**config.mk**
```make
export PLATFORM = sky130hd
export DESIGN_NAME = color_text_parser_flat
export DESIGN_NICKNAME = d
export VERILOG_FILES = /design/src/rtl/ctp_pkg.sv /design/src/rtl/ctp_req_if.sv /design/src/rtl/ctp_rsp_if.sv /design/src/rtl/ctp_parse.sv /design/src/rtl/ctp_format.sv /design/src/rtl/color_text_parser.sv /design/src/flat_wrapper.sv
export SDC_FILE = /design/constraint.sdc
export NUM_CORES = 1
export LEC_CHECK = 0
export ABC_CLOCK_PERIOD_IN_PS = 4610
export BUFFER_PORTS_ARGS = -buffer_cell sky130_fd_sc_hd__buf_2
export CAP_MARGIN = 10
export CORE_MARGIN = 1
export CORE_UTILIZATION = 60
export CTS_BUF_LIST = sky130_fd_sc_hd__clkbuf_16
export DETAILED_ROUTE_END_ITERATION = 8
export PLACE_DENSITY = 0.79
export SYNTH_ARGS = -nofsm -noshare
export SYNTH_HDL_FRONTEND = slang
export SYNTH_SLANG_ARGS = --single-unit
```
**constraint.sdc**
```tcl
create_clock -name clk -period 4.61 [get_ports clk]
set_input_delay 0.461 -clock clk [delete_from_list [all_inputs] [get_ports clk]]
set_output_delay 0.461 -clock clk [all_outputs]
set_load 0.05 [all_outputs]
```
**src/rtl/ctp_pkg.sv**
```systemverilog
// Shared types and character constants for the color text parser.
package ctp_pkg;

    typedef enum logic [2:0] {
        MODE_START  = 3'd0,
        MODE_HEX    = 3'd1,
        MODE_PREFIX = 3'd2,
        MODE_LEAD   = 3'd3,
        MODE_BODY   = 3'd4,
        MODE_TAIL   = 3'd5,
        MODE_FAIL   = 3'd6
    } mode_t;

    typedef struct packed {
        mode_t              mode;
        logic [3:0]         count;
        logic [31:0]        acc;
        logic [1:0]         comp;
        logic [8:0]         dec;
        logic               minus;
        logic               digit;
        logic [2:0][7:0]    rgb;
    } parse_state_t;

    localparam logic [7:0] CH_HASH   = 8'h23;
    localparam logic [7:0] CH_PLUS   = 8'h2B;
    localparam logic [7:0] CH_MINUS  = 8'h2D;
    localparam logic [7:0] CH_COMMA  = 8'h2C;
    localparam logic [7:0] CH_RPAREN = 8'h29;
    localparam logic [7:0] CH_SPACE  = 8'h20;
    localparam logic [7:0] CH_TAB    = 8'h09;
    localparam logic [7:0] CH_CR     = 8'h0D;
    localparam logic [7:0] CH_ZERO   = 8'h30;
    localparam logic [7:0] CH_NINE   = 8'h39;

    localparam logic [3:0][7:0] PREFIX_TEXT = {8'h28, 8'h62, 8'h67, 8'h72};

    localparam logic [8:0]  DEC_SAT    = 9'd256;
    localparam logic [8:0]  DEC_MAX    = 9'd255;
    localparam logic [7:0]  ALPHA_FULL = 8'hFF;

endpackage

```
**src/rtl/ctp_req_if.sv**
```systemverilog
// Request channel: one character of color text per transfer.
interface ctp_req_if;
    logic       valid;
    logic       ready;
    logic [7:0] char_code;
    logic       final_char;

    modport source (output valid, output char_code, output final_char, input ready);
    modport sink   (input valid, input char_code, input final_char, output ready);
endinterface

```
**src/rtl/ctp_rsp_if.sv**
```systemverilog
// Response channel: parse verdict and ARGB color.
interface ctp_rsp_if;
    logic        valid;
    logic        ready;
    logic        valid_res;
    logic [31:0] argb;

    modport source (output valid, output valid_res, output argb, input ready);
    modport sink   (input valid, input valid_res, input argb, output ready);
endinterface

```
**src/rtl/ctp_parse.sv**
```systemverilog
// Next-state logic of the parser for one character.
module ctp_parse
    import ctp_pkg::*;
(
    input  parse_state_t st,
    input  logic [7:0]   char_code,
    output parse_state_t st_next
);

    logic        is_dec;
    logic        is_blank;
    logic        is_hex;
    logic [3:0]  nib;
    logic [3:0]  dec_digit;
    logic [11:0] dec_wide;
    logic [1:0]  wr_idx;

    always_comb
    begin
        is_dec    = (char_code >= CH_ZERO) && (char_code <= CH_NINE);
        is_blank  = (char_code == CH_SPACE) || ((char_code >= CH_TAB) && (char_code <= CH_CR));
        dec_digit = 4'(char_code - CH_ZERO);
        is_hex    = 1'b1;
        nib       = dec_digit;
        if (is_dec)
        begin
            nib = dec_digit;
        end
        else if (char_code >= 8'h61 && char_code <= 8'h66)
        begin
            nib = 4'(char_code - 8'h57);
        end
        else if (char_code >= 8'h41 && char_code <= 8'h46)
        begin
            nib = 4'(char_code - 8'h37);
        end
        else
        begin
            is_hex = 1'b0;
        end
        dec_wide = ({3'b000, st.dec} << 3) + ({3'b000, st.dec} << 1) + {8'h00, dec_digit};
        wr_idx   = (st.comp == 2'd3) ? 2'd0 : st.comp;
    end

    always_comb
    begin
        st_next = st;
        case (st.mode)
            MODE_START:
            begin
                if (char_code == CH_HASH)
                begin
                    st_next.mode  = MODE_HEX;
                    st_next.count = 4'd0;
                    st_next.acc   = 32'd0;
                end
                else if (char_code == PREFIX_TEXT[0])
                begin
                    st_next.mode  = MODE_PREFIX;
                    st_next.count = 4'd1;
                end
                else
                begin
                    st_next.mode = MODE_FAIL;
                end
            end
            MODE_HEX:
            begin
                if (!is_hex)
                begin
                    st_next.mode = MODE_FAIL;
                end
                else
                begin
                    if (st.count < 4'd8)
                    begin
                        st_next.acc = {st.acc[27:0], nib};
                    end
                    if (st.count < 4'd9)
                    begin
                        st_next.count = st.count + 4'd1;
                    end
                end
            end
            MODE_PREFIX:
            begin
                if (st.count < 4'd4 && char_code == PREFIX_TEXT[st.count[1:0]])
                begin
                    st_next.count = st.count + 4'd1;
                    if (st.count == 4'd3)
                    begin
                        st_next.mode  = MODE_LEAD;
                        st_next.comp  = 2'd0;
                        st_next.dec   = 9'd0;
                        st_next.minus = 1'b0;
                        st_next.digit = 1'b0;
                    end
                end
                else
                begin
                    st_next.mode = MODE_FAIL;
                end
            end
            MODE_LEAD:
            begin
                if (is_blank)
                begin
                    st_next.mode = MODE_LEAD;
                end
                else if (char_code == CH_PLUS || char_code == CH_MINUS)
                begin
                    st_next.minus = (char_code == CH_MINUS);
                    st_next.mode  = MODE_BODY;
                end
                else if (is_dec)
                begin
                    st_next.dec   = {5'd0, dec_digit};
                    st_next.digit = 1'b1;
                    st_next.mode  = MODE_BODY;
                end
                else
                begin
                    st_next.mode = MODE_FAIL;
                end
            end
            MODE_BODY:
            begin
                if (is_dec)
                begin
                    // saturate so long digit runs stay out of range
                    st_next.dec   = (dec_wide > {3'b000, DEC_SAT}) ? DEC_SAT : dec_wide[8:0];
                    st_next.digit = 1'b1;
                end
                else if (!st.digit)
                begin
                    st_next.mode = MODE_FAIL;
                end
                else if (st.dec > DEC_MAX || (st.minus && st.dec != 9'd0))
                begin
                    st_next.mode = MODE_FAIL;
                end
                else
                begin
                    st_next.rgb[wr_idx] = st.dec[7:0];
                    if (st.comp >= 2'd2)
                    begin
                        st_next.mode = MODE_TAIL;
                    end
                    else if (char_code == CH_COMMA)
                    begin
                        st_next.comp  = st.comp + 2'd1;
                        st_next.dec   = 9'd0;
                        st_next.minus = 1'b0;
                        st_next.digit = 1'b0;
                        st_next.mode  = MODE_LEAD;
                    end
                    else
                    begin
                        st_next.mode = MODE_FAIL;
                    end
                end
            end
            MODE_TAIL:
            begin
                st_next.mode = MODE_TAIL;
            end
            default:
            begin
                st_next.mode = MODE_FAIL;
            end
        endcase
    end

endmodule

```
**src/rtl/ctp_format.sv**
```systemverilog
// Verdict and ARGB assembly from the state after the last character.
module ctp_format
    import ctp_pkg::*;
(
    input  parse_state_t st,
    input  logic [7:0]   char_code,
    output logic         valid_res,
    output logic [31:0]  argb
);

    always_comb
    begin
        valid_res = 1'b0;
        argb      = 32'd0;
        if (st.mode == MODE_HEX)
        begin
            if (st.count == 4'd3)
            begin
                // times 17 duplicates the nibble
                valid_res = 1'b1;
                argb = {ALPHA_FULL, st.acc[11:8], st.acc[11:8], st.acc[7:4], st.acc[7:4],
                        st.acc[3:0], st.acc[3:0]};
            end
            else if (st.count == 4'd6)
            begin
                valid_res = 1'b1;
                argb      = {ALPHA_FULL, st.acc[23:0]};
            end
            else if (st.count == 4'd8)
            begin
                valid_res = 1'b1;
                argb      = st.acc;
            end
        end
        else if (st.mode == MODE_TAIL && char_code == CH_RPAREN)
        begin
            valid_res = 1'b1;
            argb      = {ALPHA_FULL, st.rgb[0], st.rgb[1], st.rgb[2]};
        end
    end

endmodule

```
**src/rtl/color_text_parser.sv**
```systemverilog
// The result of a final character is registered into the result register at the edge that accepts it.
// Throughput: one character per cycle; the next request is taken while a result waits,
//   stalling only when the result register is full and not being taken.
// Each character updates the parse state in one pass of logic.
// Reset: asynchronous active-low; parse state returns to expecting the first
//   character and the result register empties.
module color_text_parser
    import ctp_pkg::*;
(
    input  logic       clk,
    input  logic       rst_n,
    ctp_req_if.sink    req,
    ctp_rsp_if.source  rsp
);

    parse_state_t st_reg;
    parse_state_t st_next;
    parse_state_t st_step;
    logic         out_valid_reg;
    logic         valid_res_reg;
    logic [31:0]  argb_reg;
    logic         fmt_valid;
    logic [31:0]  fmt_argb;
    logic         in_acc;

    localparam parse_state_t ST_RESET = '{mode: MODE_START, count: 4'd0, acc: 32'd0,
                                          comp: 2'd0, dec: 9'd0, minus: 1'b0,
                                          digit: 1'b0, rgb: '0};

    assign req.ready = !out_valid_reg || rsp.ready;
    assign in_acc    = req.valid && req.ready;

    ctp_parse u_parse (
        .st        (st_reg),
        .char_code (req.char_code),
        .st_next   (st_step)
    );

    ctp_format u_format (
        .st        (st_step),
        .char_code (req.char_code),
        .valid_res (fmt_valid),
        .argb      (fmt_argb)
    );

    always_comb
    begin
        st_next = st_reg;
        if (in_acc)
        begin
            st_next = req.final_char ? ST_RESET : st_step;
        end
    end

    always_ff @(posedge clk or negedge rst_n)
    begin
        if (!rst_n)
        begin
            st_reg        <= ST_RESET;
            out_valid_reg <= 1'b0;
        end
        else
        begin
            st_reg <= st_next;
            if (in_acc && req.final_char)
            begin
                out_valid_reg <= 1'b1;
            end
            else if (rsp.ready)
            begin
                out_valid_reg <= 1'b0;
            end
        end
    end

    // hold the result payload until a new final character lands
    always_ff @(posedge clk)
    begin
        if (in_acc && req.final_char)
        begin
            valid_res_reg <= fmt_valid;
            argb_reg      <= fmt_argb;
        end
    end

    assign rsp.valid     = out_valid_reg;
    assign rsp.valid_res = valid_res_reg;
    assign rsp.argb      = argb_reg;

    a_result_from_final: assert property (@(posedge clk) disable iff (!rst_n)
        $rose(out_valid_reg) |-> $past(in_acc && req.final_char))
        else $error("result appeared without a final character");

    a_state_cleared: assert property (@(posedge clk) disable iff (!rst_n)
        (in_acc && req.final_char) |=> (st_reg.mode == MODE_START))
        else $error("parse state not cleared after final character");

    a_invalid_zero: assert property (@(posedge clk) disable iff (!rst_n)
        (out_valid_reg && !valid_res_reg) |-> (argb_reg == 32'd0))
        else $error("rejected string carries nonzero color");

endmodule

```
**src/flat_wrapper.sv**
```systemverilog
// flat-port wrapper written by rule: the top's interface ports become plain ports
module color_text_parser_flat import ctp_pkg::*;
  (clk, rst_n, req_valid, req_char_code, req_final_char, req_ready, rsp_valid, rsp_valid_res, rsp_argb, rsp_ready);
  ctp_req_if req_i ();
  ctp_rsp_if rsp_i ();
  input  logic clk;
  input  logic rst_n;
  input wire logic [$bits(req_i.valid)-1:0] req_valid;
  input wire logic [$bits(req_i.char_code)-1:0] req_char_code;
  input wire logic [$bits(req_i.final_char)-1:0] req_final_char;
  output wire logic [$bits(req_i.ready)-1:0] req_ready;
  output wire logic [$bits(rsp_i.valid)-1:0] rsp_valid;
  output wire logic [$bits(rsp_i.valid_res)-1:0] rsp_valid_res;
  output wire logic [$bits(rsp_i.argb)-1:0] rsp_argb;
  input wire logic [$bits(rsp_i.ready)-1:0] rsp_ready;
  assign req_i.valid = req_valid;
  assign req_i.char_code = req_char_code;
  assign req_i.final_char = req_final_char;
  assign req_ready = req_i.ready;
  assign rsp_valid = rsp_i.valid;
  assign rsp_valid_res = rsp_i.valid_res;
  assign rsp_argb = rsp_i.argb;
  assign rsp_i.ready = rsp_ready;
  color_text_parser u_core (.clk(clk), .rst_n(rst_n), .req(req_i), .rsp(rsp_i));
endmodule
```
## Word level (Yosys, flattened, before mapping)

Index checks and enable logic that the tools add are counted.

- Add/sub/neg operators: 7
- Order comparisons: 17
- Equality and inequality tests: 35
- Multiplexer cells: 68
- Reduce and logical (&&, ||, !) cells: 24

Operators by type and width:

| kind | number |
|---|---|
| $mux W32 | 7 |
| $mux W76 | 1 |
| $mux W37 | 2 |
| $pmux W32 S2 | 1 |
| $mux W13 | 4 |
| $eq A8 B6 Y1 const B | 6 |
| $mux W24 | 2 |
| $mux W36 | 1 |
| $mux W9 | 4 |
| $mux W3 | 11 |
| $pmux W11 S3 | 1 |
| $ne A3 B3 Y1 const B | 10 |
| $bwmux W24 | 1 |
| $mux W4 | 6 |
| $reduce_and A11 Y1 | 2 |
| $pmux W3 S6 | 1 |
| $bmux W8 S2 | 1 |
| $demux W8 S2 | 1 |
| $ge A8 B7 Y1 const B | 2 |
| $le A8 B7 Y1 const B | 2 |
| $mux W8 | 2 |
| $mux W1 | 15 |
| $add A12 B10 Y12 | 1 |
| $add A12 B4 Y12 | 1 |
| 42 further kinds | 66 |

- Bits in registers: 110
- Input bits: 13
- Output and inout port bits: 35
- Logic and storage cells: 164

## Longest topological paths before layout

- Depth after elaboration: 13
- Gate-level depth with buffers: 13
- Mapped depth without buffers: 12

## By module

Synthesis repeated with hierarchy kept, for this count alone.

- Cell total of the unflattened synthesis: 693
- Area total of the unflattened synthesis: 7490.9 sq um

Modules (own cells, without submodules):

| module | times used | cells an instance | area each (sq um) | seq. area each (sq um) |
|---|---|---|---|---|
| color_text_parser | 1 | 283 | 4541.9 | 2917.8 |
| ctp_parse | 1 | 324 | 2278.4 | 0.0 |
| ctp_format | 1 | 86 | 670.6 | 0.0 |

## Worst setup path after synthesis

Ideal clock, no wire load.

- Path type: reg-to-reg
- Start: register u_core.out_valid_reg, in the netlist u_core.rsp.valid
- End: register u_core.argb_reg[0], in the netlist u_core.rsp.argb[0], enable pin
- Setup time: 0.423 ns
- Arrival: 3.076 ns
- Required time: 4.187 ns
- Setup slack: 1.110 ns
- Cell stages (with the launch flop): 6
- Buffers on the path: 2
- Period minus slack after synthesis: 3.500 ns
- Cells stage by stage: dfrtp_1 -> nand2b_1 -> nand2_1 -> clkbuf_1 -> buf_1 -> nor2_1

- Word-level cells in the longest chain between the ends: 4

Ends and longest elaborated chain:

| item | line | RTL |
|---|---|---|
| start, declared | color_text_parser.sv:19 | `logic out_valid_reg;` |
| start signal, assigned | color_text_parser.sv:60 | `out_valid_reg <= 1'b0;` |
| start signal, assigned | color_text_parser.sv:67 | `out_valid_reg <= 1'b1;` |
| start signal, assigned | color_text_parser.sv:71 | `out_valid_reg <= 1'b0;` |
| $logic_not A1 Y1 | color_text_parser.sv:30 | `assign req.ready = !out_valid_reg \|\| rsp.ready;` |
| $logic_or A1 B1 Y1 | color_text_parser.sv:30 |  |
| net req_ready | flat_wrapper.sv:11 | `output wire logic [$bits(req_i.ready)-1:0] req_ready;` |
| $logic_and A1 B1 Y1 | color_text_parser.sv:31 | `assign in_acc = req.valid && req.ready;` |
| $logic_and A1 B1 Y1 | color_text_parser.sv:79 | `if (in_acc && req.final_char)` |
| end signal, assigned | color_text_parser.sv:82 | `argb_reg <= fmt_argb;` |
| end, declared | color_text_parser.sv:21 | `logic [31:0] argb_reg;` |

The timed path passes the listed nets, and every way through them passes these cells.
A chain may end at the register's enable or synchronous reset.

## Worst setup path after layout

- Start: register u_core.st_reg[28] in the netlist's numbering
- End: register u_core.st_reg[29] in the netlist's numbering

- Word-level cells in the longest chain between the ends: 7
- Elaborated cells between the ends (all ways): 13
- Classes of those cells: 2 x add/sub; 2 x order compare; 1 x eq/ne; 4 x mux; 4 x reduce/logical

Ends and longest elaborated chain:

| item | line | RTL |
|---|---|---|
| start, declared | color_text_parser.sv:16 | `parse_state_t st_reg;` |
| start signal, assigned | color_text_parser.sv:64 | `st_reg <= st_next;` |
| $add A12 B10 Y12 | ctp_parse.sv:41 | `dec_wide = ({3'b000, st.dec} << 3) + ({3'b000, st.dec} << 1) + {8'h00, dec_digit};` |
| $add A12 B4 Y12 | ctp_parse.sv:41 |  |
| $gt A12 B9 Y1 | ctp_parse.sv:131 | `st_next.dec = (dec_wide > {3'b000, DEC_SAT}) ? DEC_SAT : dec_wide[8:0];` |
| $mux W9 | ctp_parse.sv:131 |  |
| $mux W9 | ctp_parse.sv:128 | `if (is_dec)` |
| $pmux W11 S3 | ctp_parse.sv:48 | `case (st.mode)` |
| $mux W76 | color_text_parser.sv:51 | `st_next = req.final_char ? ST_RESET : st_step;` |

Several ways; a longest one is shown, not always the timed one.

==> out/results.ini <==
[run_status]
status=finished, final reports clean

[floorplanning]
num_io_pins=48
dieArea_um2=12200
rows=39
die_h_um=110
start_util=0.616
core_um2=11400
die_w_um=110

[logic_synthesis]
synth_top_family_by_area=compound AO/OA/AOI/OAI gates
ys_types=81
yosysTopAreaCellShare=0.274
synth_nets=775
syn_inst=732
yosys-top-cells-area=dfrtp_1, edfxtp_1, a22oi_1, nand2_1, ha_1
post_synth.cell_area_avg_um2=9.62
synthArstFlopShare=0.700
synth_commonest_cells=nand2_1, dfrtp_1, o21ai_0
synth.cell_area_um2=7040
synth_compound_area_frac=0.268
yosysMostFrequentCell=nand2_1
yosys.area_share.simple=0.169
seq_area_frac_synth=0.415
synthMuxAreaShare=0.0421
yosysTopAreaCell=dfrtp_1
synth_ff_type=dfrtp_1
synth.ff_latch_count=110
synthXorXnorAreaFrac=0.00995
synth_edf_count=33
synthAdderAreaFrac=0.0555
ys.warnings.count=0

[routing]
drt_iter0_drc=575
wl_mm=18.6
via_count=6119
viasPerCell=6.78
dr.pass1.iters=5
wl_per_cell_um=20.6
drc=0
antenna_left=0

[global_routing]
grt_max_degree=78
grt-busiest-layer=met2
grt_use_met2=0.524
grt_pass1_wl_mm=29.6
antenna_found_initial=0
grt_util_all_layers=0.321
grt-ovfl-total=0
use_met3=0.0570
first_global_vias=5789
grtUsageMet1=0.410

[worst_setup_path]
path_class=register to register
max_stage_delay_ps=660
crit_path_max_fanout=10
end_kind=register
crit_buf_inv=0
cp_top_family=compound AO/OA/AOI/OAI gates
cp-start-kind=register
crit_chain=fa_1 > ha_1 > a21o_1 > a211oi_1 > o21bai_1 > a2111oi_0 > or4_1 > o211ai_1 > nor3_1 > a221o_1
cp.required_ps=4900
crit_slowest_cell=nor3_1
worst_ep_arrival_time_ps=4150

[timing]
fin_hold_ws_ps=252
setup_violations=0
max_freq_mhz=259
grt_setup_unrepaired=false
worst_slew_pin_slew_ps=1080
fin_tns_setup_ps=0
hold_violations=0
skew_ps=13.6
layout_min_cycle_time_ps=3860
slew_viol_final=0
slew_headroom=0.277
fin_crit_sh=0.837

[placement]
dp_hpwl_mm=12.9
gp_congestion=0.940
port_buffers=47
placed_area_um2=7340

[clock_network]
cts.clk_slew.worst_paths_ps=70
cts_resized=0
clkSinkCount=110
cts_inserted_buffers=9
h-tree-depth=3
cts-root-buf=clkbuf_16
cts_tree=built
post-cts-setup-buffer-count=0
clk_latency_ps=360
postCtsHoldBufs=0
clockBufferDepth=2

[power]
power_leakage_uw=0.00306
power_density_nw_per_um2=273
peakVddDrop_uv=388

[finish]
drive_gt1_frac=0.174
post-route-util=0.667
nets=798
area_delta_synth_final_pct=8.21
n_fill_cell=907
num_antenna_cells=0
final_area_um2=7620
largest_reg_flops=76

[hold_path]
hold_class=input pin to asynchronous set/reset pin

[run]
maxCapViolCount=0

[cell families after synthesis]
| group | Yosys count |
|---|---|
| fa+ha+maj | 30 |
| simple gates | 236 |
| mux | 27 |
| xor+xnor | 8 |
| flops | 110 |
| buf+inv | 65 |
| compound gates | 256 |
[through the flow]
step | cells | power [uW] | worst slack (ps)
2_1_floorplan | 732 | 1270 | 1110
3_3_place_gp | 887 | 1350 | 822
3_5_place_dp | 887 | 1360 | 699
4_1_cts | 903 | 2090 | 797
5_1_grt | 903 | 2160 | 493
6_report | 903 | 2080 | 751
[final cells by class]
type / count / area [um2] / share of cell area
inverters: 20 / 75.1 / 0.00986
repair buffers: 57 / 313 / 0.0411
multi-input cells: 557 / 3860 / 0.506
clock inverters: 7 / 51.3 / 0.00673
well taps: 143 / 179 / 0.0235
clock buffers: 9 / 225 / 0.0296
flip-flops and latches: 110 / 2920 / 0.383
[placed cells by master, fill, tap and decap left out, types with 5 or more instances in the layout]
cell       count
a21oi_1       14
nand2_1      105
o21ai_0       68
mux2i_1        6
a31oi_1        6
a22oi_1       65
edfxtp_1      33
o31ai_1        7
ha_1          28
clkbuf_16      9
mux2_2        21
a211oi_1       6
buf_2         46
a22o_1        11
or4_1          5
nor3_1        15
nand2b_1      13
a21o_1         5
and3_1         5
nand3_1       10
o21ai_2       10
nor2_1        34
dfrtp_1       77
o311ai_1      16
inv_1         21
nor4_1         5
buf_4         11
o22ai_1        5
[worst register-to-register path, delay by kind of cell (launching register included)]
kind | cells | cell delay, ps
AOI/OAI and AO/OA | 6 | 1490
DFF | 1 | 630
adders and majority gates | 2 | 840
and+or+nand+nor | 2 | 840
[layer usage]
metal | share of wire | vias up | wire length, um
met5 | 0 | - | 0
met3 | 0.059 | 46 | 1100
met1 | 0.42 | 2996 | 7770
met4 | 0.037 | 0 | 683
met2 | 0.49 | 254 | 9030
li1 | - | 2823 | -
[final timing paths]
kind / end / startpoint / cells after the start / slack, ps
setup reg to reg: u_core.st_reg[29] / u_core.st_reg[28] / 10 / 750
setup / recovery: u_core.st_reg[29] / u_core.st_reg[28] / 10 / 750
hold / removal: u_core.st_reg[67] / rst_n / 1 / 250
min in group clk: u_core.st_reg[25] / req_char_code[5] / 3 / 500
hold reg to reg: u_core.st_reg[20] / u_core.st_reg[20] / 2 / 500
max in group asynchronous: u_core.st_reg[47] / rst_n / 1 / 3680
[report_power, final]
part / switching [uW] / internal, uW
Clock: 373 / 371
Combinational: 201 / 80.0
Sequential: 30.9 / 1030
Total: 605 / 1480
(Power assumes the default switching activity.)
